===== src/rtl/fbx_pkg.sv =====
// Package for the frame builder with four-lane XOR checksum.
// Holds the queue entry type, frame constants, register indexes and header byte selection.
// No dependencies.
package fbx_pkg;

  localparam int LEN_W          = 16;
  localparam int BYTE_W         = 8;
  localparam int ADDR_W         = 48;
  localparam int LANES_W        = 32;
  localparam int CFG_INDEX_W    = 1;
  localparam int STEP_W         = 5;
  localparam int QUEUE_DEPTH_DEF = 4;

  localparam logic [BYTE_W-1:0] PREAMBLE_BYTE = 8'h10;
  localparam logic [BYTE_W-1:0] START_BYTE    = 8'h11;

  localparam logic [STEP_W-1:0] PREAMBLE_LEN = 5'd7;
  localparam logic [STEP_W-1:0] DEST_FIRST   = 5'd8;
  localparam logic [STEP_W-1:0] SRC_FIRST    = 5'd14;
  localparam logic [STEP_W-1:0] LEN_HI_STEP  = 5'd20;
  localparam logic [STEP_W-1:0] HDR_LAST     = 5'd21;
  localparam logic [STEP_W-1:0] CSUM_LAST    = 5'd3;

  localparam logic [1:0] DATA_LANE_START = 2'd2;

  localparam logic [CFG_INDEX_W-1:0] CFG_DEST_ADDRESS = 1'b0;
  localparam logic [CFG_INDEX_W-1:0] CFG_SRC_ADDRESS  = 1'b1;

  typedef struct packed {
    logic              hdr;
    logic              dat;
    logic              csum;
    logic [LEN_W-1:0]  len;
    logic [BYTE_W-1:0] pbyte;
  } qent_t;

  function automatic logic [BYTE_W-1:0] addr_byte(input logic [ADDR_W-1:0] a,
                                                  input logic [2:0] i);
    logic [BYTE_W-1:0] b;
    case (i)
      3'd0:    b = a[47:40];
      3'd1:    b = a[39:32];
      3'd2:    b = a[31:24];
      3'd3:    b = a[23:16];
      3'd4:    b = a[15:8];
      3'd5:    b = a[7:0];
      default: b = '0;
    endcase
    return b;
  endfunction

  function automatic logic [BYTE_W-1:0] hdr_byte(input logic [STEP_W-1:0] step,
                                                 input logic [ADDR_W-1:0] dest,
                                                 input logic [ADDR_W-1:0] src,
                                                 input logic [LEN_W-1:0]  len);
    logic [STEP_W-1:0] d_idx;
    logic [STEP_W-1:0] s_idx;
    logic [BYTE_W-1:0] b;
    d_idx = step - DEST_FIRST;
    s_idx = step - SRC_FIRST;
    if (step < PREAMBLE_LEN) begin
      b = PREAMBLE_BYTE;
    end else if (step < DEST_FIRST) begin
      b = START_BYTE;
    end else if (step < SRC_FIRST) begin
      b = addr_byte(dest, d_idx[2:0]);
    end else if (step < LEN_HI_STEP) begin
      b = addr_byte(src, s_idx[2:0]);
    end else if (step == LEN_HI_STEP) begin
      b = len[15:8];
    end else begin
      b = len[7:0];
    end
    return b;
  endfunction

endpackage


===== src/rtl/fbx_if.sv =====
// Channel interfaces of the frame builder: input, result and configuration write.
// Depends on fbx_pkg for field widths.
interface fbx_in_if import fbx_pkg::*; ();
  logic              valid;
  logic              ready;
  logic [LEN_W-1:0]  payload_length;
  logic [BYTE_W-1:0] payload_byte;
  logic              frame_end;
  modport source (output valid, payload_length, payload_byte, frame_end, input ready);
  modport sink   (input valid, payload_length, payload_byte, frame_end, output ready);
endinterface

interface fbx_out_if import fbx_pkg::*; ();
  logic              valid;
  logic              ready;
  logic [BYTE_W-1:0] frame_byte;
  logic              run_last;
  logic              frame_last;
  modport source (output valid, frame_byte, run_last, frame_last, input ready);
  modport sink   (input valid, frame_byte, run_last, frame_last, output ready);
endinterface

interface fbx_cfg_if import fbx_pkg::*; ();
  logic                   valid;
  logic                   ready;
  logic [CFG_INDEX_W-1:0] index;
  logic [ADDR_W-1:0]      data;
  modport source (output valid, index, data, input ready);
  modport sink   (input valid, index, data, output ready);
endinterface


===== src/rtl/fbx_front.sv =====
// Front end of the frame builder: accepts input words and classifies each one.
// Depends on fbx_pkg and fbx_if; feeds fbx_queue.
module fbx_front import fbx_pkg::*; (
  input  logic        clk,
  input  logic        rst_n,
  fbx_in_if.sink      in_ch,
  input  logic        q_full,
  output logic        q_push,
  output qent_t       q_wdata
);

  logic inside_r;
  logic inside_nxt;

  assign in_ch.ready = !q_full;
  assign q_push      = in_ch.valid && !q_full;

  always_comb begin
    q_wdata.len   = in_ch.payload_length;
    q_wdata.pbyte = in_ch.payload_byte;
    q_wdata.hdr   = !inside_r;
    if (!inside_r && (in_ch.payload_length == '0)) begin
      q_wdata.dat = 1'b0;
      q_wdata.csum = 1'b1;
      inside_nxt   = 1'b0;
    end else begin
      q_wdata.dat  = 1'b1;
      q_wdata.csum = in_ch.frame_end;
      inside_nxt   = !in_ch.frame_end;
    end
  end

  always_ff @(posedge clk) begin
    if (!rst_n) begin
      inside_r <= 1'b0;
    end else if (q_push) begin
      inside_r <= inside_nxt;
    end
  end

endmodule


===== src/rtl/fbx_queue.sv =====
// Short queue of classified words between the front and back ends.
// Depends on fbx_pkg for the entry type.
module fbx_queue import fbx_pkg::*; #(
  parameter int DEPTH = QUEUE_DEPTH_DEF
) (
  input  logic  clk,
  input  logic  rst_n,
  input  logic  push,
  input  qent_t wdata,
  input  logic  pop,
  output logic  full,
  output logic  rvalid,
  output qent_t rdata
);

  localparam int PW = $clog2(DEPTH);
  localparam int CW = $clog2(DEPTH + 1);

  qent_t         mem_r [DEPTH];
  logic [PW-1:0] wptr_r;
  logic [PW-1:0] rptr_r;
  logic [CW-1:0] count_r;

  assign full   = (count_r == CW'(DEPTH));
  assign rvalid = (count_r != '0);
  assign rdata  = mem_r[rptr_r];

  always_ff @(posedge clk) begin
    if (!rst_n) begin
      wptr_r  <= '0;
      rptr_r  <= '0;
      count_r <= '0;
    end else begin
      if (push) begin
        mem_r[wptr_r] <= wdata;
        wptr_r <= (wptr_r == PW'(DEPTH - 1)) ? '0 : wptr_r + 1'b1;
      end
      if (pop) begin
        rptr_r <= (rptr_r == PW'(DEPTH - 1)) ? '0 : rptr_r + 1'b1;
      end
      if (push && !pop) begin
        count_r <= count_r + 1'b1;
      end else if (pop && !push) begin
        count_r <= count_r - 1'b1;
      end
    end
  end

endmodule


===== src/rtl/fbx_back.sv =====
// Back end of the frame builder: sequences header, data and checksum bytes per queue entry.
// Depends on fbx_pkg and fbx_if; reads fbx_queue and drives the output register.
module fbx_back import fbx_pkg::*; (
  input  logic              clk,
  input  logic              rst_n,
  input  logic              q_valid,
  input  qent_t             q_rdata,
  output logic              q_pop,
  input  logic [ADDR_W-1:0] dest_addr,
  input  logic [ADDR_W-1:0] src_addr,
  fbx_out_if.source         out_ch
);

  typedef enum logic [1:0] {PH_HDR, PH_DAT, PH_CSUM} phase_t;

  phase_t             ph_r, ph_nxt, cur_ph;
  logic               busy_r, busy_nxt;
  logic [STEP_W-1:0]  cnt_r, cnt_nxt, cur_cnt;
  logic [LANES_W-1:0] lanes_r, lanes_nxt;
  logic [1:0]         dli_r, dli_nxt;
  logic               out_valid_r;
  logic [BYTE_W-1:0]  byte_r, byte_nxt;
  logic               run_last_r, run_last_nxt;
  logic               frame_last_r, frame_last_nxt;
  logic [1:0]         lane;
  logic               do_fold;
  logic               adv, emit;

  assign adv   = !out_valid_r || out_ch.ready;
  assign emit  = q_valid && adv;
  assign q_pop = emit && run_last_nxt;

  assign out_ch.valid      = out_valid_r;
  assign out_ch.frame_byte = byte_r;
  assign out_ch.run_last   = run_last_r;
  assign out_ch.frame_last = frame_last_r;

  always_comb begin
    if (busy_r) begin
      cur_ph  = ph_r;
      cur_cnt = cnt_r;
    end else begin
      cur_ph  = q_rdata.hdr ? PH_HDR : (q_rdata.dat ? PH_DAT : PH_CSUM);
      cur_cnt = '0;
    end
    busy_nxt       = 1'b1;
    ph_nxt         = cur_ph;
    cnt_nxt        = cur_cnt + 1'b1;
    dli_nxt        = dli_r;
    lane           = cur_cnt[1:0];
    do_fold        = 1'b0;
    byte_nxt       = '0;
    run_last_nxt   = 1'b0;
    frame_last_nxt = 1'b0;
    unique case (cur_ph)
      PH_HDR: begin
        byte_nxt = hdr_byte(cur_cnt, dest_addr, src_addr, q_rdata.len);
        do_fold  = 1'b1;
        if (cur_cnt == HDR_LAST) begin
          ph_nxt  = q_rdata.dat ? PH_DAT : PH_CSUM;
          cnt_nxt = '0;
        end
      end
      PH_DAT: begin
        byte_nxt = q_rdata.pbyte;
        lane     = dli_r;
        do_fold  = 1'b1;
        dli_nxt  = dli_r + 1'b1;
        cnt_nxt  = '0;
        if (q_rdata.csum) begin
          ph_nxt = PH_CSUM;
        end else begin
          busy_nxt     = 1'b0;
          run_last_nxt = 1'b1;
        end
      end
      PH_CSUM: begin
        byte_nxt = lanes_r[{~cur_cnt[1:0], 3'b000} +: BYTE_W];
        if (cur_cnt == CSUM_LAST) begin
          busy_nxt       = 1'b0;
          run_last_nxt   = 1'b1;
          frame_last_nxt = 1'b1;
        end
      end
      default: begin
        busy_nxt = 1'b0;
      end
    endcase
    if (frame_last_nxt) begin
      lanes_nxt = '0;
      dli_nxt   = DATA_LANE_START;
    end else if (do_fold) begin
      lanes_nxt = lanes_r ^ ({{(LANES_W - BYTE_W){1'b0}}, byte_nxt} << {~lane, 3'b000});
    end else begin
      lanes_nxt = lanes_r;
    end
  end

  always_ff @(posedge clk) begin
    if (!rst_n) begin
      busy_r      <= 1'b0;
      out_valid_r <= 1'b0;
      lanes_r     <= '0;
      dli_r       <= DATA_LANE_START;
      ph_r        <= PH_HDR;
      cnt_r       <= '0;
    end else begin
      if (adv) begin
        out_valid_r <= q_valid;
      end
      if (emit) begin
        busy_r       <= busy_nxt;
        ph_r         <= ph_nxt;
        cnt_r        <= cnt_nxt;
        lanes_r      <= lanes_nxt;
        dli_r        <= dli_nxt;
        byte_r       <= byte_nxt;
        run_last_r   <= run_last_nxt;
        frame_last_r <= frame_last_nxt;
      end
    end
  end

endmodule


===== src/rtl/frame_builder_xor_checksum.sv =====
// Top level of the frame builder with four-lane XOR checksum: configuration registers,
// front end, queue and back end. Depends on fbx_pkg, fbx_if, fbx_front, fbx_queue, fbx_back.
//
// Each input word yields its frame bytes one per cycle on the output channel, as long as the
// receiver holds ready. A word inside a frame yields one byte, the first word of a frame yields
// 23 bytes (22 header bytes and its payload byte), and a word with frame_end adds 4 checksum
// bytes; an empty-payload first word yields 26. The back end has a single output byte register.
// Input words are accepted while the back end is busy until the queue of QUEUE_DEPTH entries is
// full, and the output register lets a new byte load in the same cycle the waiting one is taken.
module frame_builder_xor_checksum import fbx_pkg::*; #(
  parameter int QUEUE_DEPTH = QUEUE_DEPTH_DEF
) (
  input  logic       clk,
  input  logic       rst_n,
  fbx_in_if.sink     in_ch,
  fbx_out_if.source  out_ch,
  fbx_cfg_if.sink    cfg_ch
);

  logic [ADDR_W-1:0] dest_r;
  logic [ADDR_W-1:0] src_r;
  logic              q_full;
  logic              q_push;
  logic              q_pop;
  logic              q_valid;
  qent_t             q_wdata;
  qent_t             q_rdata;

  assign cfg_ch.ready = 1'b1;

  always_ff @(posedge clk) begin
    if (!rst_n) begin
      dest_r <= '0;
      src_r  <= '0;
    end else if (cfg_ch.valid) begin
      unique case (cfg_ch.index)
        CFG_DEST_ADDRESS: dest_r <= cfg_ch.data;
        CFG_SRC_ADDRESS:  src_r  <= cfg_ch.data;
        default: ;
      endcase
    end
  end

  fbx_front u_front (
    .clk     (clk),
    .rst_n   (rst_n),
    .in_ch   (in_ch),
    .q_full  (q_full),
    .q_push  (q_push),
    .q_wdata (q_wdata)
  );

  fbx_queue #(.DEPTH(QUEUE_DEPTH)) u_queue (
    .clk    (clk),
    .rst_n  (rst_n),
    .push   (q_push),
    .wdata  (q_wdata),
    .pop    (q_pop),
    .full   (q_full),
    .rvalid (q_valid),
    .rdata  (q_rdata)
  );

  fbx_back u_back (
    .clk       (clk),
    .rst_n     (rst_n),
    .q_valid   (q_valid),
    .q_rdata   (q_rdata),
    .q_pop     (q_pop),
    .dest_addr (dest_r),
    .src_addr  (src_r),
    .out_ch    (out_ch)
  );

`ifndef NO_ASSERTIONS
  a_frame_last_ends_run: assert property (@(posedge clk) disable iff (!rst_n)
    out_ch.valid && out_ch.frame_last |-> out_ch.run_last)
    else $error("frame_last word without run_last");

  a_pop_needs_entry: assert property (@(posedge clk) disable iff (!rst_n)
    q_pop |-> q_valid)
    else $error("queue popped while empty");

  a_reset_clears_output: assert property (@(posedge clk)
    !rst_n |=> !out_ch.valid)
    else $error("output valid right after reset");
`endif

endmodule


===== src/flat_wrapper.sv =====
// flat-port wrapper written by rule: the top's interface ports become plain ports
module frame_builder_xor_checksum_flat import fbx_pkg::*;
#(
  parameter int QUEUE_DEPTH = QUEUE_DEPTH_DEF
)
  (clk, rst_n, in_ch_valid, in_ch_payload_length, in_ch_payload_byte, in_ch_frame_end, in_ch_ready, out_ch_valid, out_ch_frame_byte, out_ch_run_last, out_ch_frame_last, out_ch_ready, cfg_ch_valid, cfg_ch_index, cfg_ch_data, cfg_ch_ready);
  fbx_in_if in_ch_i ();
  fbx_out_if out_ch_i ();
  fbx_cfg_if cfg_ch_i ();
  input  logic clk;
  input  logic rst_n;
  input wire logic [$bits(in_ch_i.valid)-1:0] in_ch_valid;
  input wire logic [$bits(in_ch_i.payload_length)-1:0] in_ch_payload_length;
  input wire logic [$bits(in_ch_i.payload_byte)-1:0] in_ch_payload_byte;
  input wire logic [$bits(in_ch_i.frame_end)-1:0] in_ch_frame_end;
  output wire logic [$bits(in_ch_i.ready)-1:0] in_ch_ready;
  output wire logic [$bits(out_ch_i.valid)-1:0] out_ch_valid;
  output wire logic [$bits(out_ch_i.frame_byte)-1:0] out_ch_frame_byte;
  output wire logic [$bits(out_ch_i.run_last)-1:0] out_ch_run_last;
  output wire logic [$bits(out_ch_i.frame_last)-1:0] out_ch_frame_last;
  input wire logic [$bits(out_ch_i.ready)-1:0] out_ch_ready;
  input wire logic [$bits(cfg_ch_i.valid)-1:0] cfg_ch_valid;
  input wire logic [$bits(cfg_ch_i.index)-1:0] cfg_ch_index;
  input wire logic [$bits(cfg_ch_i.data)-1:0] cfg_ch_data;
  output wire logic [$bits(cfg_ch_i.ready)-1:0] cfg_ch_ready;
  assign in_ch_i.valid = in_ch_valid;
  assign in_ch_i.payload_length = in_ch_payload_length;
  assign in_ch_i.payload_byte = in_ch_payload_byte;
  assign in_ch_i.frame_end = in_ch_frame_end;
  assign in_ch_ready = in_ch_i.ready;
  assign out_ch_valid = out_ch_i.valid;
  assign out_ch_frame_byte = out_ch_i.frame_byte;
  assign out_ch_run_last = out_ch_i.run_last;
  assign out_ch_frame_last = out_ch_i.frame_last;
  assign out_ch_i.ready = out_ch_ready;
  assign cfg_ch_i.valid = cfg_ch_valid;
  assign cfg_ch_i.index = cfg_ch_index;
  assign cfg_ch_i.data = cfg_ch_data;
  assign cfg_ch_ready = cfg_ch_i.ready;
  frame_builder_xor_checksum #(.QUEUE_DEPTH(QUEUE_DEPTH)) u_core (.clk(clk), .rst_n(rst_n), .in_ch(in_ch_i), .out_ch(out_ch_i), .cfg_ch(cfg_ch_i));
endmodule

===== config.mk =====
export PLATFORM = sky130hd
export DESIGN_NAME = frame_builder_xor_checksum_flat
export DESIGN_NICKNAME = d
export VERILOG_FILES = /design/src/rtl/fbx_pkg.sv /design/src/rtl/fbx_if.sv /design/src/rtl/fbx_front.sv /design/src/rtl/fbx_queue.sv /design/src/rtl/fbx_back.sv /design/src/rtl/frame_builder_xor_checksum.sv /design/src/flat_wrapper.sv
export SDC_FILE = /design/constraint.sdc
export NUM_CORES = 1
export LEC_CHECK = 0
export ABC_AREA = 1
export BUFFER_PORTS_ARGS = -buffer_cell sky130_fd_sc_hd__buf_2
export CORE_MARGIN = 2
export CORE_UTILIZATION = 30
export CTS_CLUSTER_DIAMETER = 150
export CTS_CLUSTER_SIZE = 14
export DETAILED_ROUTE_END_ITERATION = 8
export GPL_TIMING_DRIVEN = 0
export SLEW_MARGIN = 20
export SYNTH_ARGS = -nofsm -noshare
export SYNTH_HDL_FRONTEND = slang
export SYNTH_HIERARCHICAL = 1
export SYNTH_SLANG_ARGS = --single-unit

===== constraint.sdc =====
create_clock -name clk -period 3.3 [get_ports clk]
set_input_delay 0.33 -clock clk [delete_from_list [all_inputs] [get_ports clk]]
set_output_delay 0.33 -clock clk [all_outputs]
set_load 0.05 [all_outputs]

# Word level (Yosys, flattened, before mapping)
# Memories as Yosys holds them, arrays and structs flattened. A register that Yosys moved wholly into a read port is not among the register bits.
# Index checks and enable logic that the tools add are counted.
totals:
  regBits: 157
  ram_bits: 108
  n_memories: 1
  input_bits: 79
  word_cells: 120
  out_inout_bits: 13
classes:
  reduce_logical: 27
  bitwise: 4
  muxes: 41
  n_eq_ne: 18
  n_lt_le_gt_ge: 4
  shift: 2
  n_addsub: 8
memory_table:
  columns: ["memory", "words", "word_bits", "read_ports", "rd_ports_with_merged_regs", "wr", "line_no", "text"]
  rows:
  - ["u_core.u_queue.mem_r", 4, 27, 1, 1, 1, "fbx_queue.sv:19", "qent_t mem_r [DEPTH];"]
ops:
  columns: ["operator", "n"]
  rows:
  - ["$pmux W8 S6", 2]
  - ["$mux W32", 2]
  - ["$mux W8", 5]
  - ["$shiftx A32 B6 Y8", 1]
  - ["$shl A8 B5 Y32", 1]
  - ["$xor A32 B32 Y32", 1]
  - ["$mux W2", 13]
  - ["$pmux W8 S3", 1]
  - ["$logic_not A16 Y1", 1]
  - ["$eq A3 B3 Y1 const B", 5]
  - ["$eq A3 B2 Y1 const B", 4]
  - ["$eq A5 B5 Y1 const B", 2]
  - ["$lt A5 B4 Y1 const B", 2]
  - ["$mux W1", 10]
  - ["$mux W5", 2]
  - ["$pmux W5 S2", 1]
  - ["$reduce_and A2 Y1", 5]
  - ["$add A2 B1 Y2 const B", 3]
  - ["$eq A2 B2 Y1 const B", 3]
  - ["$eq A3 B1 Y1 const B", 2]
  - ["$logic_and A1 B1 Y1", 6]
  - ["$logic_not A1 Y1", 6]
  - ["$logic_not A3 Y1", 2]
  - ["$mux W3", 2]
  - ["18 further kinds", 22]

# Longest topological paths before layout
# Gate-level depths: netlist of the first run.
depth:
  word_depth: 13
  depth_mapped: 24
  depth_no_buf: 22

# Cells and area by module
# The synthesis of the first run kept the hierarchy.
by_module_without_submodules:
  columns: ["mod", "area_each_um2", "n_inst", "seq_area_each_um2", "cells_each"]
  rows:
  - ["fbx_queue", 4516.8, 1, 3423.3, 322]
  - ["fbx_back", 4255.3, 1, 1161.1, 734]
  - ["frame_builder_xor_checksum", 3834.9, 1, 1921.8, 528]
  - ["fbx_front", 320.3, 1, 20.0, 49]

# Least setup slack after synthesis of the first run
# OpenSTA, ideal clock, no wires.
synth_timing:
  path_kind: "register to register"
  from: "register with a tool-made name"
  to: "register u_core.u_queue.count_r[2]"
  setup_ps: 110
  n_path_buf: 2
  path_stages_with_launch: 24
  required_time_ps: 3190
  synth_period_minus_slack_ps: 3103
  arrival_time_ps: 2993
  slack_ps: 197
  cell_sequence: "dfxtp_1 -> buf_6 -> inv_8 -> buf_6 -> nor2_1 -> o22ai_1 -> nand3b_1 -> o21ai_0 -> inv_1 -> ha_1 -> inv_1 -> nor2_4 -> o21a_1 -> and2_1 -> inv_1 -> ha_1 -> inv_1 -> fa_1 -> inv_1 -> nand2_1 -> nand3_1 -> nand2_1 -> inv_1 -> nor2_1"
synth_rtl:
  columns: ["item", "line_no", "text"]
  rows:
  - ["end signal: assignment", "fbx_queue.sv:42", "count_r <= count_r + 1'b1;"]
  - ["end signal: assignment", "fbx_queue.sv:44", "count_r <= count_r - 1'b1;"]
  - ["end: declaration", "fbx_queue.sv:22", "logic [CW-1:0] count_r;"]

==> key figures, run 1 <==
Placed design
  – HPWL after DPL: 27.8 mm
  – Global placer's final weighted congestion: 0.918
  – Post-DP Area: 14100 um2
  – Count of input and output buffers: 80

Drt
  – Total Wirelength: 37.4 mm
  – Count of TritonRoute iterations in the first routing pass: 5
  – Count of antenna-violating nets left after detailed routing: 0
  – Total number of vias: 11100
  – DRT iter0 DRCs: 897
  – Routed wire per std cell: 16.2 um
  – Vias per cell: 4.78
  – Drc violations: 0

Critical path
  – Maximum fanout along the worst path: 10
  – Termination of the worst setup path: u_core/u_queue/count_r[2]$_SDFFE_PN0P_
  – List of cells traversed by the critical path: buf_6, inv_8, buf_6, o21ai_2, o22ai_2, nor2_1, nand2_1, o21ai_4, inv_2, ha_2, inv_2, nor2_2, o21a_1, and2_4, inv_2, ha_1, inv_1, fa_2, inv_1, nand2_1, nand3_1, nand2_1, inv_1, nor2_1
  – Path type of the worst setup path: reg -> reg
  – Endpoint class of the critical path: flip-flop
  – Number of cells traversed by the worst register-to-register path: 24
  – WP data arrival: 3.56 ns
  – R2r endpoint: u_core/u_queue/count_r[2]$_SDFFE_PN0P_
  – Startpoint type of the worst setup path: flip-flop
  – Cell with the biggest individual delay on the critical path: fa_2
  – Slack of the worst reg-to-reg path: 0.19 ns
  – Required time reported for the critical path endpoint: 3.75 ns
  – Largest stage delay, worst path: 0.34 ns

Finish
  – Antenna fix cells: 0
  – Syn-to-layout area delta: 16.4%
  – Fraction of final layout cells with drive strength greater than 1: 15.4%
  – Utilization after layout: 35.2%
  – Final Instance Area: 15100 um2
  – # nets final: 1853

Synth
  – Total of warnings raised by yosys: 6
  – Largest cells by area after synthesis: edfxtp_1, dfxtp_1, nand2_1, nor2_1, inv_1
  – Net count after synthesis: 1725
  – Distinct cell type count after synthesis: 47
  – Top cell type by total area after synthesis: edfxtp_1
  – Share of Yosys cell area claimed by the top area cell type: 27.4%
  – Number of synthesized register bits: 267
  – Part of the Yosys area used for sequential elements: 50.5%
  – Average footprint of a synthesized cell: 7.92 um2
  – Netlist area before placement: 12900 um2
  – Number of cells produced by synthesis: 1633

Clock tree
  – Clk sink count: 267
  – H-tree levels: 1
  – Clk Latency, worst-skew pair: 0.56 ns
  – TritonCTS Buffers: 23
  – CTS tree: built
  – Max clock buf depth: 3
  – Clock transition at the register clock pins on the worst setup and hold paths after CTS: 0.07 ns
  – Clk Tree Root Cell: clkbuf_16

Floorplan
  – Die height: 212 um
  – Die area: 44800 um2
  – Placeable Area: 42800 um2
  – Num rows: 76
  – Initial Util: 30.2%
  – Die width: 212 um
  – Top-level port count: 92

STA
  – Worst clock skew: 0.0361 ns
  – Minimum clock period: 3.11 ns
  – Worst max-slew margin expressed relative to the limit: 31.1%
  – Transition time of the tightest slew-check pin: 1.03 ns
  – Number of max-slew violations in the final report: 0
  – Accumulated negative setup slack: 0 ns
  – Final critical-path share of the clock period: 94.3%
  – Hold violation total from the final report: 0
  – Count of endpoints failing setup in the final report: 0
  – Peak Freq: 322 MHz

Hold path
  – Hold depth: 3
  – Worst min path class: in -> reg

Power and ir drop
  – Power per standard cell area: 595 nW/um2
  – Combinational group share of total power: 27.8%
  – Fraction of power spent switching nets: 34.4%
  – Internal power: 0.00587 W
  – Leakage Power: 6.52 nW
  – Reg power frac: 43.9%
  – Psw: 0.00308 W
  – Clk network pwr share: 28.3%
  – Worst vdd rail ir drop: 0.000375 V

Global route
  – Antenna violations before repair: 0
  – Global-route wire length before repair: 58.5 mm
  – Vias in the first global route: 10600
  – GRT Residual Overflow: 0
  – Total track usage: 16.8%
  – Maximum number of pins on one net before global-route repair: 23

Status
  – Result of the run: complete, no violations

Flow run
  – Max capacitance violation total: 0
power groups by stage:
stage	combinational, W	clock [W]	sequential (W)
global placement	0.00229	0	0.00400
global route	0.00275	0.00271	0.00396
detailed placement	0.00236	0	0.00400
floorplan	0.00149	0	0.00413
CTS	0.00242	0.00261	0.00393
finish	0.00249	0.00253	0.00393
what timing repair did:
action / in CTS / in global routing
cloned: 0 / 0
endpoints found under the hold margin: 32 / 0
setup endpoints to repair: 37 / 30
hold buffers: 8 / 0
pin swaps: 3 / 3
resized for setup: 14 / 17
buffers inserted: 6 / 6
cells in the final DEF (no fill, tap or decap), types with 23 or more instances in the layout:
cell       instances
a21oi_1           84
nand2_1          346
o21ai_1           37
nand4_1           36
edfxtp_1         118
inv_1            153
dfxtp_1          149
clkbuf_16         23
nand3_1           70
clkbuf_1          31
o22ai_1           27
buf_4             45
o21ai_0           92
buf_2            103
nor2_1           309
critical path, delay by kind of cell (launching register included):
family          cells  cell delay (ns)
flops               1             0.32
fa+ha+maj           3             0.71
simple gates        8             0.65
buf+inv             9             0.77
compound gates      4             0.58
flip-flops by register name, summed over array words and instances (netlist names), named ones only:
name and cells:
u_core/u_back/cnt_r 5, u_core/u_back/out_ch.valid 1, u_core/u_queue/rptr_r 2, u_core/u_back/lanes_r 32, u_core/u_back/out_ch.frame_byte 8, u_core/u_queue/wptr_r 2
u_core/u_back/dli_r 2, u_core/u_back/out_ch.run_last 1, u_core/u_front/inside_r 1, u_core/u_queue/count_r 3, u_core/u_back/busy_r 1, u_core/u_back/ph_r 2
u_core/src_r 48, u_core/u_back/out_ch.frame_last 1, u_core/dest_r 48, u_core/u_queue/mem_r 108
how the worst min path moves through the flow:
stage,slack (ns),start,to
2_1_floorplan,0.42,u_core/u_back/dli_r[0]$_SDFFE_PN0P_,u_core/u_back/dli_r[0]$_SDFFE_PN0P_
3_3_place_gp,0.43,u_core/u_back/dli_r[0]$_SDFFE_PN0P_,u_core/u_back/dli_r[0]$_SDFFE_PN0P_
3_5_place_dp,0.44,u_core/u_back/dli_r[0]$_SDFFE_PN0P_,u_core/u_back/dli_r[0]$_SDFFE_PN0P_
4_1_cts,0.05,cfg_ch_data[38],u_core/src_r[38]$_SDFFE_PN0P_
5_1_grt,0.06,cfg_ch_data[35],u_core/src_r[35]$_SDFFE_PN0P_
6_report,0.06,cfg_ch_data[41],u_core/src_r[41]$_SDFFE_PN0P_
cells in the mapped netlist (all sizes together):
master	number
o22ai	29
nor2	335
o21a	1
o21ai	133
xor2	2
a31oi	1
nor3	3
conb	1
clkbuf	23
nand3b	4
ha	12
o221ai	6
edfxtp	118
and2	2
dfxtp	149
a211oi	1
nand4	36
a21oi	87
a22oi	1
o31ai	2
or2	1
nand3	72
a21boi	2
nand2	358
inv	168
clkinv	2
o211ai	3
buf	80
fa	1
cell families after synthesis:
| kind of cell | synth area share [%] |
|---|---|
| compound gates | 11.1 |
| xor+xnor | 0.136 |
| fa+ha+maj | 1.32 |
| buf+inv | 10.5 |
| flops | 50.5 |
| other cells | 0.0290 |
| simple gates | 26.5 |
per-layer routing:
layer / up-vias / routed length [um] / GRT usage, % / part of all wire [%]
met4: 0 / 1130 / 5.68 / 3.0
met5: - / 0 / 0 / 0
met3: 55 / 2150 / 2.20 / 5.7
li1: 5523 / - / - / -
met1: 5169 / 16400 / 21.9 / 44
met2: 317 / 17800 / 28.6 / 47
stage by stage:
stage          setup WS (ns)  power (W)  cells  hold slack (ns)
3_5_place_dp          -0.706    0.00636   2263            0.444
2_1_floorplan          0.197    0.00562   1633            0.423
5_1_grt             -0.00394    0.00942   2317           0.0630
3_3_place_gp          -0.617    0.00629   2259            0.435
4_1_cts              -0.0351    0.00896   2312           0.0469
6_report               0.190    0.00896   2317           0.0597
layout make-up:
type | instances | area [um2]
fillers | 4452 | 27700
inverters | 170 | 656
clock inverters | 2 | 36.3
plain buffers | 102 | 708
flip-flops and latches | 267 | 6530
clock buffers | 33 | 613
repair buffers | 104 | 686
well taps | 546 | 683
multi-input cells | 1093 | 5140
Power figures use the tool's default switching activity.
==> inputs of run 2 (changes only) <==
--- a/config.mk
+++ b/config.mk
@@ -13,6 +13,7 @@
 export CTS_CLUSTER_SIZE = 14
 export DETAILED_ROUTE_END_ITERATION = 8
 export GPL_TIMING_DRIVEN = 0
+export PLACE_DENSITY = 0.5
 export SLEW_MARGIN = 20
 export SYNTH_ARGS = -nofsm -noshare
 export SYNTH_HDL_FRONTEND = slang
==> key figures, run 2 (same netlist as run 1, synthesis figures left out) <==
Global route
  – Maximum number of pins on one net before global-route repair: 22 (-4.3%)
  – Global-route wire length before repair: 59.3 mm (+1.4%)
  – Antenna violations before repair: 1 (+1)
  – Vias in the first global route: 10500 (-1.2%)
  – Total track usage: 17.3% (+0.51 points)
  – GRT Residual Overflow: 0 (unchanged)

Drt
  – Total number of vias: 10900 (-1.8%)
  – Routed wire per std cell: 16.5 um (+2.2%)
  – DRT iter0 DRCs: 813 (-9.4%)
  – Count of antenna-violating nets left after detailed routing: 0 (unchanged)
  – Total Wirelength: 38.3 mm (+2.3%)
  – Drc violations: 0 (unchanged)
  – Vias per cell: 4.69 (-1.9%)
  – Count of TritonRoute iterations in the first routing pass: 4 (-1)

Critical path
  – Endpoint class of the critical path: flip-flop
  – Required time reported for the critical path endpoint: 3.74 ns (about the same)
  – Startpoint type of the worst setup path: flip-flop
  – List of cells traversed by the critical path: buf_6, inv_8, buf_6, o21ai_1, o22ai_2, nor2_1, nand2_1, o21ai_4, inv_2, buf_4, ha_1, o21a_1, and2_4, inv_4, ha_1, inv_1, fa_2, o21ai_1, nor2_1
  – Cell with the biggest individual delay on the critical path: fa_2
  – Largest stage delay, worst path: 0.43 ns (+0.09 ns)
  – Path type of the worst setup path: reg -> reg
  – Maximum fanout along the worst path: 10 (unchanged)
  – WP data arrival: 3.58 ns (+0.02 ns)

Placed design
  – Post-DP Area: 14100 um2 (about the same)
  – Global placer's final weighted congestion: 0.850 (-7.5%)
  – Count of input and output buffers: 80 (unchanged)
  – Worst Setup Slack post-DPL: -0.762 ns (-0.0564 ns)
  – HPWL after DPL: 28.1 mm (+1.1%)

Floorplan
  – Num rows: 76 (unchanged)
  – Top-level port count: 92 (unchanged)
  – Die height: 212 um (unchanged)
  – Initial Util: 30.2% (unchanged)
  – Die width: 212 um (unchanged)
  – Die area: 44800 um2 (unchanged)
  – Placeable Area: 42800 um2 (unchanged)

Clock tree
  – H-tree levels: 1 (unchanged)
  – Clk Latency, worst-skew pair: 0.55 ns (about the same)
  – Max clock buf depth: 3 (unchanged)
  – TritonCTS Buffers: 23 (unchanged)
  – Clock transition at the register clock pins on the worst setup and hold paths after CTS: 0.07 ns (about the same)
  – CTS tree: built
  – Clk Tree Root Cell: clkbuf_16
  – Clk sink count: 267 (unchanged)

Power and ir drop
  – Reg power frac: 43.7% (-0.2 points)
  – Internal power: 0.00587 W (about the same)
  – Leakage Power: 6.52 nW (about the same)
  – Total power: 0.00899 W (+0.42%)
  – Fraction of power spent switching nets: 34.7% (+0.29 points)
  – Power per standard cell area: 598 nW/um2 (+0.43%)
  – Psw: 0.00312 W (+1.3%)
  – Combinational group share of total power: 27.9% (about the same)
  – Clk network pwr share: 28.4% (about the same)
  – Worst vdd rail ir drop: 0.000350 V (-6.9%)

Hold path
  – Worst min path class: in -> reg
  – Startpoint of the tightest hold check path: cfg_ch_data[38]

Finish
  – Number of fill cells in the layout: 4547 (+2.1%)
  – Area of the multi-input gates: 5150 um2 (+0.17%)
  – Number of flip-flops in the largest register: 108 (unchanged)
  – Largest registers in the final layout: u_core/u_queue/mem_r: 108 flops, u_core/dest_r: 48 flops, u_core/src_r: 48 flops
  – Antenna fix cells: 0 (unchanged)
  – Syn-to-layout area delta: 16.4% (about the same)
  – Fraction of final layout cells with drive strength greater than 1: 15.3% (-0.074 points)
  – Largest reg by FF count: u_core/u_queue/mem_r
  – Sequential cell area: 6530 um2 (unchanged)
  – # nets final: 1854 (+0.054%)
  – Final Instance Area: 15100 um2 (about the same)
  – Commonest non-fill, non-tap cell in the layout: nand2_1
  – Utilization after layout: 35.2% (about the same)
  – Commonest cells after routing, fill and taps aside: nand2_1, nor2_1, inv_1

Status
  – Result of the run: complete, no violations

STA
  – Least setup slack across all paths after layout: 0.157 ns (-0.0330 ns)
  – Transition time of the tightest slew-check pin: 1.11 ns (+0.0817 ns)
  – Hold violation total from the final report: 0 (unchanged)
  – RSZ-0062 raised after global routing: true
  – Peak Freq: 318 MHz (-1.1%)
  – Final critical-path share of the clock period: 95.3% (+1.0 points)
  – Minimum clock period: 3.14 ns (+0.0330 ns)
  – Count of endpoints failing setup in the final report: 0 (unchanged)
  – Worst max-slew margin expressed relative to the limit: 25.6% (-5.5 points)
  – Worst clock skew: 0.0208 ns (-0.0153 ns)
  – Number of max-slew violations in the final report: 0 (unchanged)

Flow run
  – Max capacitance violation total: 0 (unchanged)
==> run 2: layout make-up <==
type / count / area share [%]
clock inverters: 2 / 0.241
well taps: 546 / 4.54
plain buffers: 103 / 4.76
repair buffers: 104 / 4.39
clock buffers: 34 / 4.10
flip-flops and latches: 267 / 43.4
inverters: 170 / 4.37
multi-input cells: 1093 / 34.2
==> run 2: power groups by stage <==
stage                     Combinational, W  Sequential [W]  Clock, W
after floorplan                    0.00149         0.00413         0
after global placement             0.00233         0.00401         0
after detailed placement           0.00238         0.00400         0
after CTS                          0.00247         0.00393   0.00264
after global routing               0.00278         0.00397   0.00276
final                              0.00251         0.00393   0.00255
==> run 2: routing by layer <==
metal / up-vias / GRT usage (%) / share of wire (%)
met5: - / 0 / 0.024
met3: 55 / 2.31 / 4.7
met4: 2 / 5.51 / 2.9
li1: 5537 / - / -
met2: 241 / 28.3 / 46
met1: 5030 / 23.6 / 47
==> run 2: stage by stage <==
stage          hold WS (ns)  setup TNS, ns  instances
6_report             0.0492              0       2319
4_1_cts              0.0296              0       2316
3_3_place_gp          0.432         -54.62       2259
5_1_grt              0.0658        -0.0846       2319
3_5_place_dp          0.443         -13.01       2263
2_1_floorplan         0.423              0       1633
==> run 2: worst max-delay path: cells and delay by family (launching register included) <==
kind / cells / cell delay, ns
adder cells (fa/ha/maj): 3 / 0.88
buffers and inverters: 7 / 0.72
AO/OA/AOI/OAI: 5 / 0.66
AND/OR/NAND/NOR: 4 / 0.45
flip-flops: 1 / 0.33
==> run 2: what timing repair did <==
item / 4_1_cts / 5_1_grt
setup buffers: 9 / 3
hold endpoints to repair: 32 / 0
endpoints found under the setup margin: 38 / 26
pin swaps: 4 / 2
hold buffers: 8 / 0
resized for setup: 18 / 15
==> run 2: path summary, 6_finish.rpt <==
path	endpoint	slack [ns]	cells after the start
worst max-delay path	u_core/u_queue/count_r[1]$_SDFFE_PN0P_	0.16	19
worst min-delay path	u_core/src_r[38]$_SDFFE_PN0P_	0.05	3
worst max register to register	u_core/u_queue/count_r[1]$_SDFFE_PN0P_	0.16	19
worst min register to register	u_core/u_back/dli_r[0]$_SDFFE_PN0P_	0.46	2
==> inputs of run 3 (changes only) <==
--- a/config.mk
+++ b/config.mk
@@ -10,10 +10,10 @@
 export CORE_MARGIN = 2
 export CORE_UTILIZATION = 30
 export CTS_CLUSTER_DIAMETER = 150
-export CTS_CLUSTER_SIZE = 14
 export DETAILED_ROUTE_END_ITERATION = 8
 export GPL_TIMING_DRIVEN = 0
 export PLACE_DENSITY = 0.5
+export REMOVE_ABC_BUFFERS = 1
 export SLEW_MARGIN = 20
 export SYNTH_ARGS = -nofsm -noshare
 export SYNTH_HDL_FRONTEND = slang
==> key figures, run 3 (same netlist as run 1, synthesis figures left out) <==
Status
  – Result of the run: complete, no violations

Global route
  – Total track usage: 16.2% (-1.1 points)
  – Met1 GRT Util: 22.3% (-1.3 points)
  – GRT Residual Overflow: 0 (unchanged)
  – Global-route met2 utilization: 27.0% (-1.4 points)
  – Maximum number of pins on one net before global-route repair: 69 (+210%)
  – Busiest grt layer: met2
  – Vias in the first global route: 10000 (-4.1%)
  – Met3 Resource Use GR: 2.15% (-0.16 points)
  – Antenna violations before repair: 1 (unchanged)
  – Global-route wire length before repair: 56.8 mm (-4.2%)

Clock tree
  – Clk Latency, worst-skew pair: 0.56 ns (about the same)
  – Clk sink count: 267 (unchanged)
  – Clock transition at the register clock pins on the worst setup and hold paths after CTS: 0.06 ns (about the same)
  – TritonCTS Buffers: 31 (+35%)
  – H-tree levels: 1 (unchanged)
  – CTS tree: built
  – Clk Tree Root Cell: clkbuf_16
  – Max clock buf depth: 3 (unchanged)

STA
  – Accumulated negative setup slack: 0 ns (unchanged)
  – Worst clock skew: 0.00763 ns (-0.0132 ns)
  – Transition time of the tightest slew-check pin: 1.07 ns (-0.0421 ns)
  – Hold violation total from the final report: 0 (unchanged)
  – Final critical-path share of the clock period: 95.7% (+0.48 points)
  – Count of endpoints failing setup in the final report: 0 (unchanged)
  – RSZ-0062 raised after global routing: true
  – Worst max-slew margin expressed relative to the limit: 28.4% (+2.8 points)
  – Number of max-slew violations in the final report: 0 (unchanged)
  – Peak Freq: 317 MHz (-0.50%)
  – Worst slack on hold paths: 0.0407 ns (-0.00855 ns)
  – Minimum clock period: 3.16 ns (+0.0157 ns)

Drt
  – Total number of vias: 10700 (-1.8%)
  – Drc violations: 0 (unchanged)
  – Count of antenna-violating nets left after detailed routing: 0 (unchanged)
  – Vias per cell: 4.70 (+0.27%)
  – Count of TritonRoute iterations in the first routing pass: 5 (+1)
  – Routed wire per std cell: 16.0 um (-3.0%)
  – Total Wirelength: 36.4 mm (-5.0%)
  – DRT iter0 DRCs: 696 (-14%)

Placed design
  – Cell count after placement: 2176 (-3.8%)
  – Count of input and output buffers: 90 (+13%)
  – Post-DP Area: 13600 um2 (-3.6%)
  – Global placer's final weighted congestion: 0.798 (-6.0%)
  – HPWL after DPL: 23.2 mm (-17%)

Finish
  – # nets final: 1794 (-3.2%)
  – Commonest non-fill, non-tap cell in the layout: nand2_1
  – Final Instance Count excl. Fillers: 2272 (-2.0%)
  – Largest registers in the final layout: u_core/u_queue/mem_r: 108 flops, u_core/dest_r: 48 flops, u_core/src_r: 48 flops
  – Largest reg by FF count: u_core/u_queue/mem_r
  – Number of flip-flops in the largest register: 108 (unchanged)
  – Fraction of final layout cells with drive strength greater than 1: 13.4% (-1.9 points)
  – Final Instance Area: 15100 um2 (+0.47%)
  – Commonest cells after routing, fill and taps aside: nand2_1, nor2_1, inv_1
  – Syn-to-layout area delta: 17.0%
  – Number of fill cells in the layout: 4522 (-0.55%)

Critical path
  – Path type of the worst setup path: reg -> reg
  – WP data arrival: 3.61 ns (+0.03 ns)
  – Startpoint type of the worst setup path: flip-flop
  – Endpoint class of the critical path: flip-flop
  – Required time reported for the critical path endpoint: 3.75 ns (about the same)
  – Maximum fanout along the worst path: 27 (+17)

Power and ir drop
  – Worst vdd rail ir drop: 0.000342 V (-2.2%)
  – Total power: 0.00970 W (+7.9%)
  – Leakage Power: 6.47 nW (-0.70%)
  – Power per standard cell area: 642 nW/um2 (+7.4%)

Floorplan
  – Top-level port count: 92 (unchanged)
  – Die width: 212 um (unchanged)
  – Num rows: 76 (unchanged)
  – Placeable Area: 42800 um2 (unchanged)
  – Die area: 44800 um2 (unchanged)
  – Die height: 212 um (unchanged)
  – Initial Util: 30.2% (unchanged)

Flow run
  – Max capacitance violation total: 0 (unchanged)

Hold path
  – Worst min path class: in -> reg
==> run 3: final timing paths <==
path / start / endpoint / depth (start not counted) / slack (ns)
worst max-delay path: flip-flop / u_core/u_queue/count_r[2]$_SDFFE_PN0P_ / 22 / 0.14
worst min-delay path: cfg_ch_data[38] / u_core/src_r[38]$_SDFFE_PN0P_ / 3 / 0.04
worst max register to register: flip-flop / u_core/u_queue/count_r[2]$_SDFFE_PN0P_ / 22 / 0.14
worst min register to register: u_core/u_back/dli_r[0]$_SDFFE_PN0P_ / u_core/u_back/dli_r[0]$_SDFFE_PN0P_ / 2 / 0.45
==> run 3: final cells by class <==
cell class | count | area (um2) | share of cell area, %
Sequential cell | 267 | 6540 | 43.2
Multi-Input combinational cell | 1093 | 5130 | 34.0
Timing Repair Buffer | 138 | 1080 | 7.12
Clock buffer | 44 | 868 | 5.74
Tap cell | 546 | 683 | 4.52
Inverter | 170 | 676 | 4.47
Clock inverter | 12 | 136 | 0.902
Timing Repair inverter | 1 | 8.76 | 0.0579
Antenna cell | 1 | 2.50 | 0.0165
==> run 3: critical path, cell delays in order, from the launching register on <==
cell and delay [ns]:
dfxtp_4 0.38, buf_12 0.16, inv_16 0.07, o21ai_1 0.13
o22ai_1 0.09, nand3b_1 0.18, o21ai_2 0.12, inv_1 0.12
ha_2 0.22, inv_4 0.12, nor2_4 0.05, o21a_1 0.20
and2_4 0.16, inv_2 0.08, ha_2 0.18, inv_1 0.06
fa_1 0.39, inv_1 0.07, nand2_1 0.06, nand3_1 0.08
nand2_1 0.05, inv_1 0.04, nor2_1 0.04
==> run 3: timing repair <==
action                                  in CTS  in global routing
pin swaps                                    3                  1
resized for setup                           17                  9
endpoints found under the setup margin      49                 30
buffers inserted                            11                  2
hold endpoints to repair                    82                  0
hold buffers                                22                  0
cloned                                       3                  0
==> run 3: where the power goes <==
group,internal [W],switching (W)
logic,0.000708,0.00165
registers,0.00379,0.000158
clock network,0.00205,0.00134
==> run 3: metal layers <==
layer  up-vias  wire (um)
met2       234      17000
met1      4971      17000
met5         -          0
li1       5432          -
met3        37       1680
met4         0        667
==> run 3: per-stage QoR <==
stage	util, %	setup WS (ns)
after global routing	35.3	-0.0639
final	35.3	0.141
after floorplan	-	-0.838
after CTS	35.2	0.00823
after detailed placement	31.8	-1.06
after global placement	31.2	-3.04
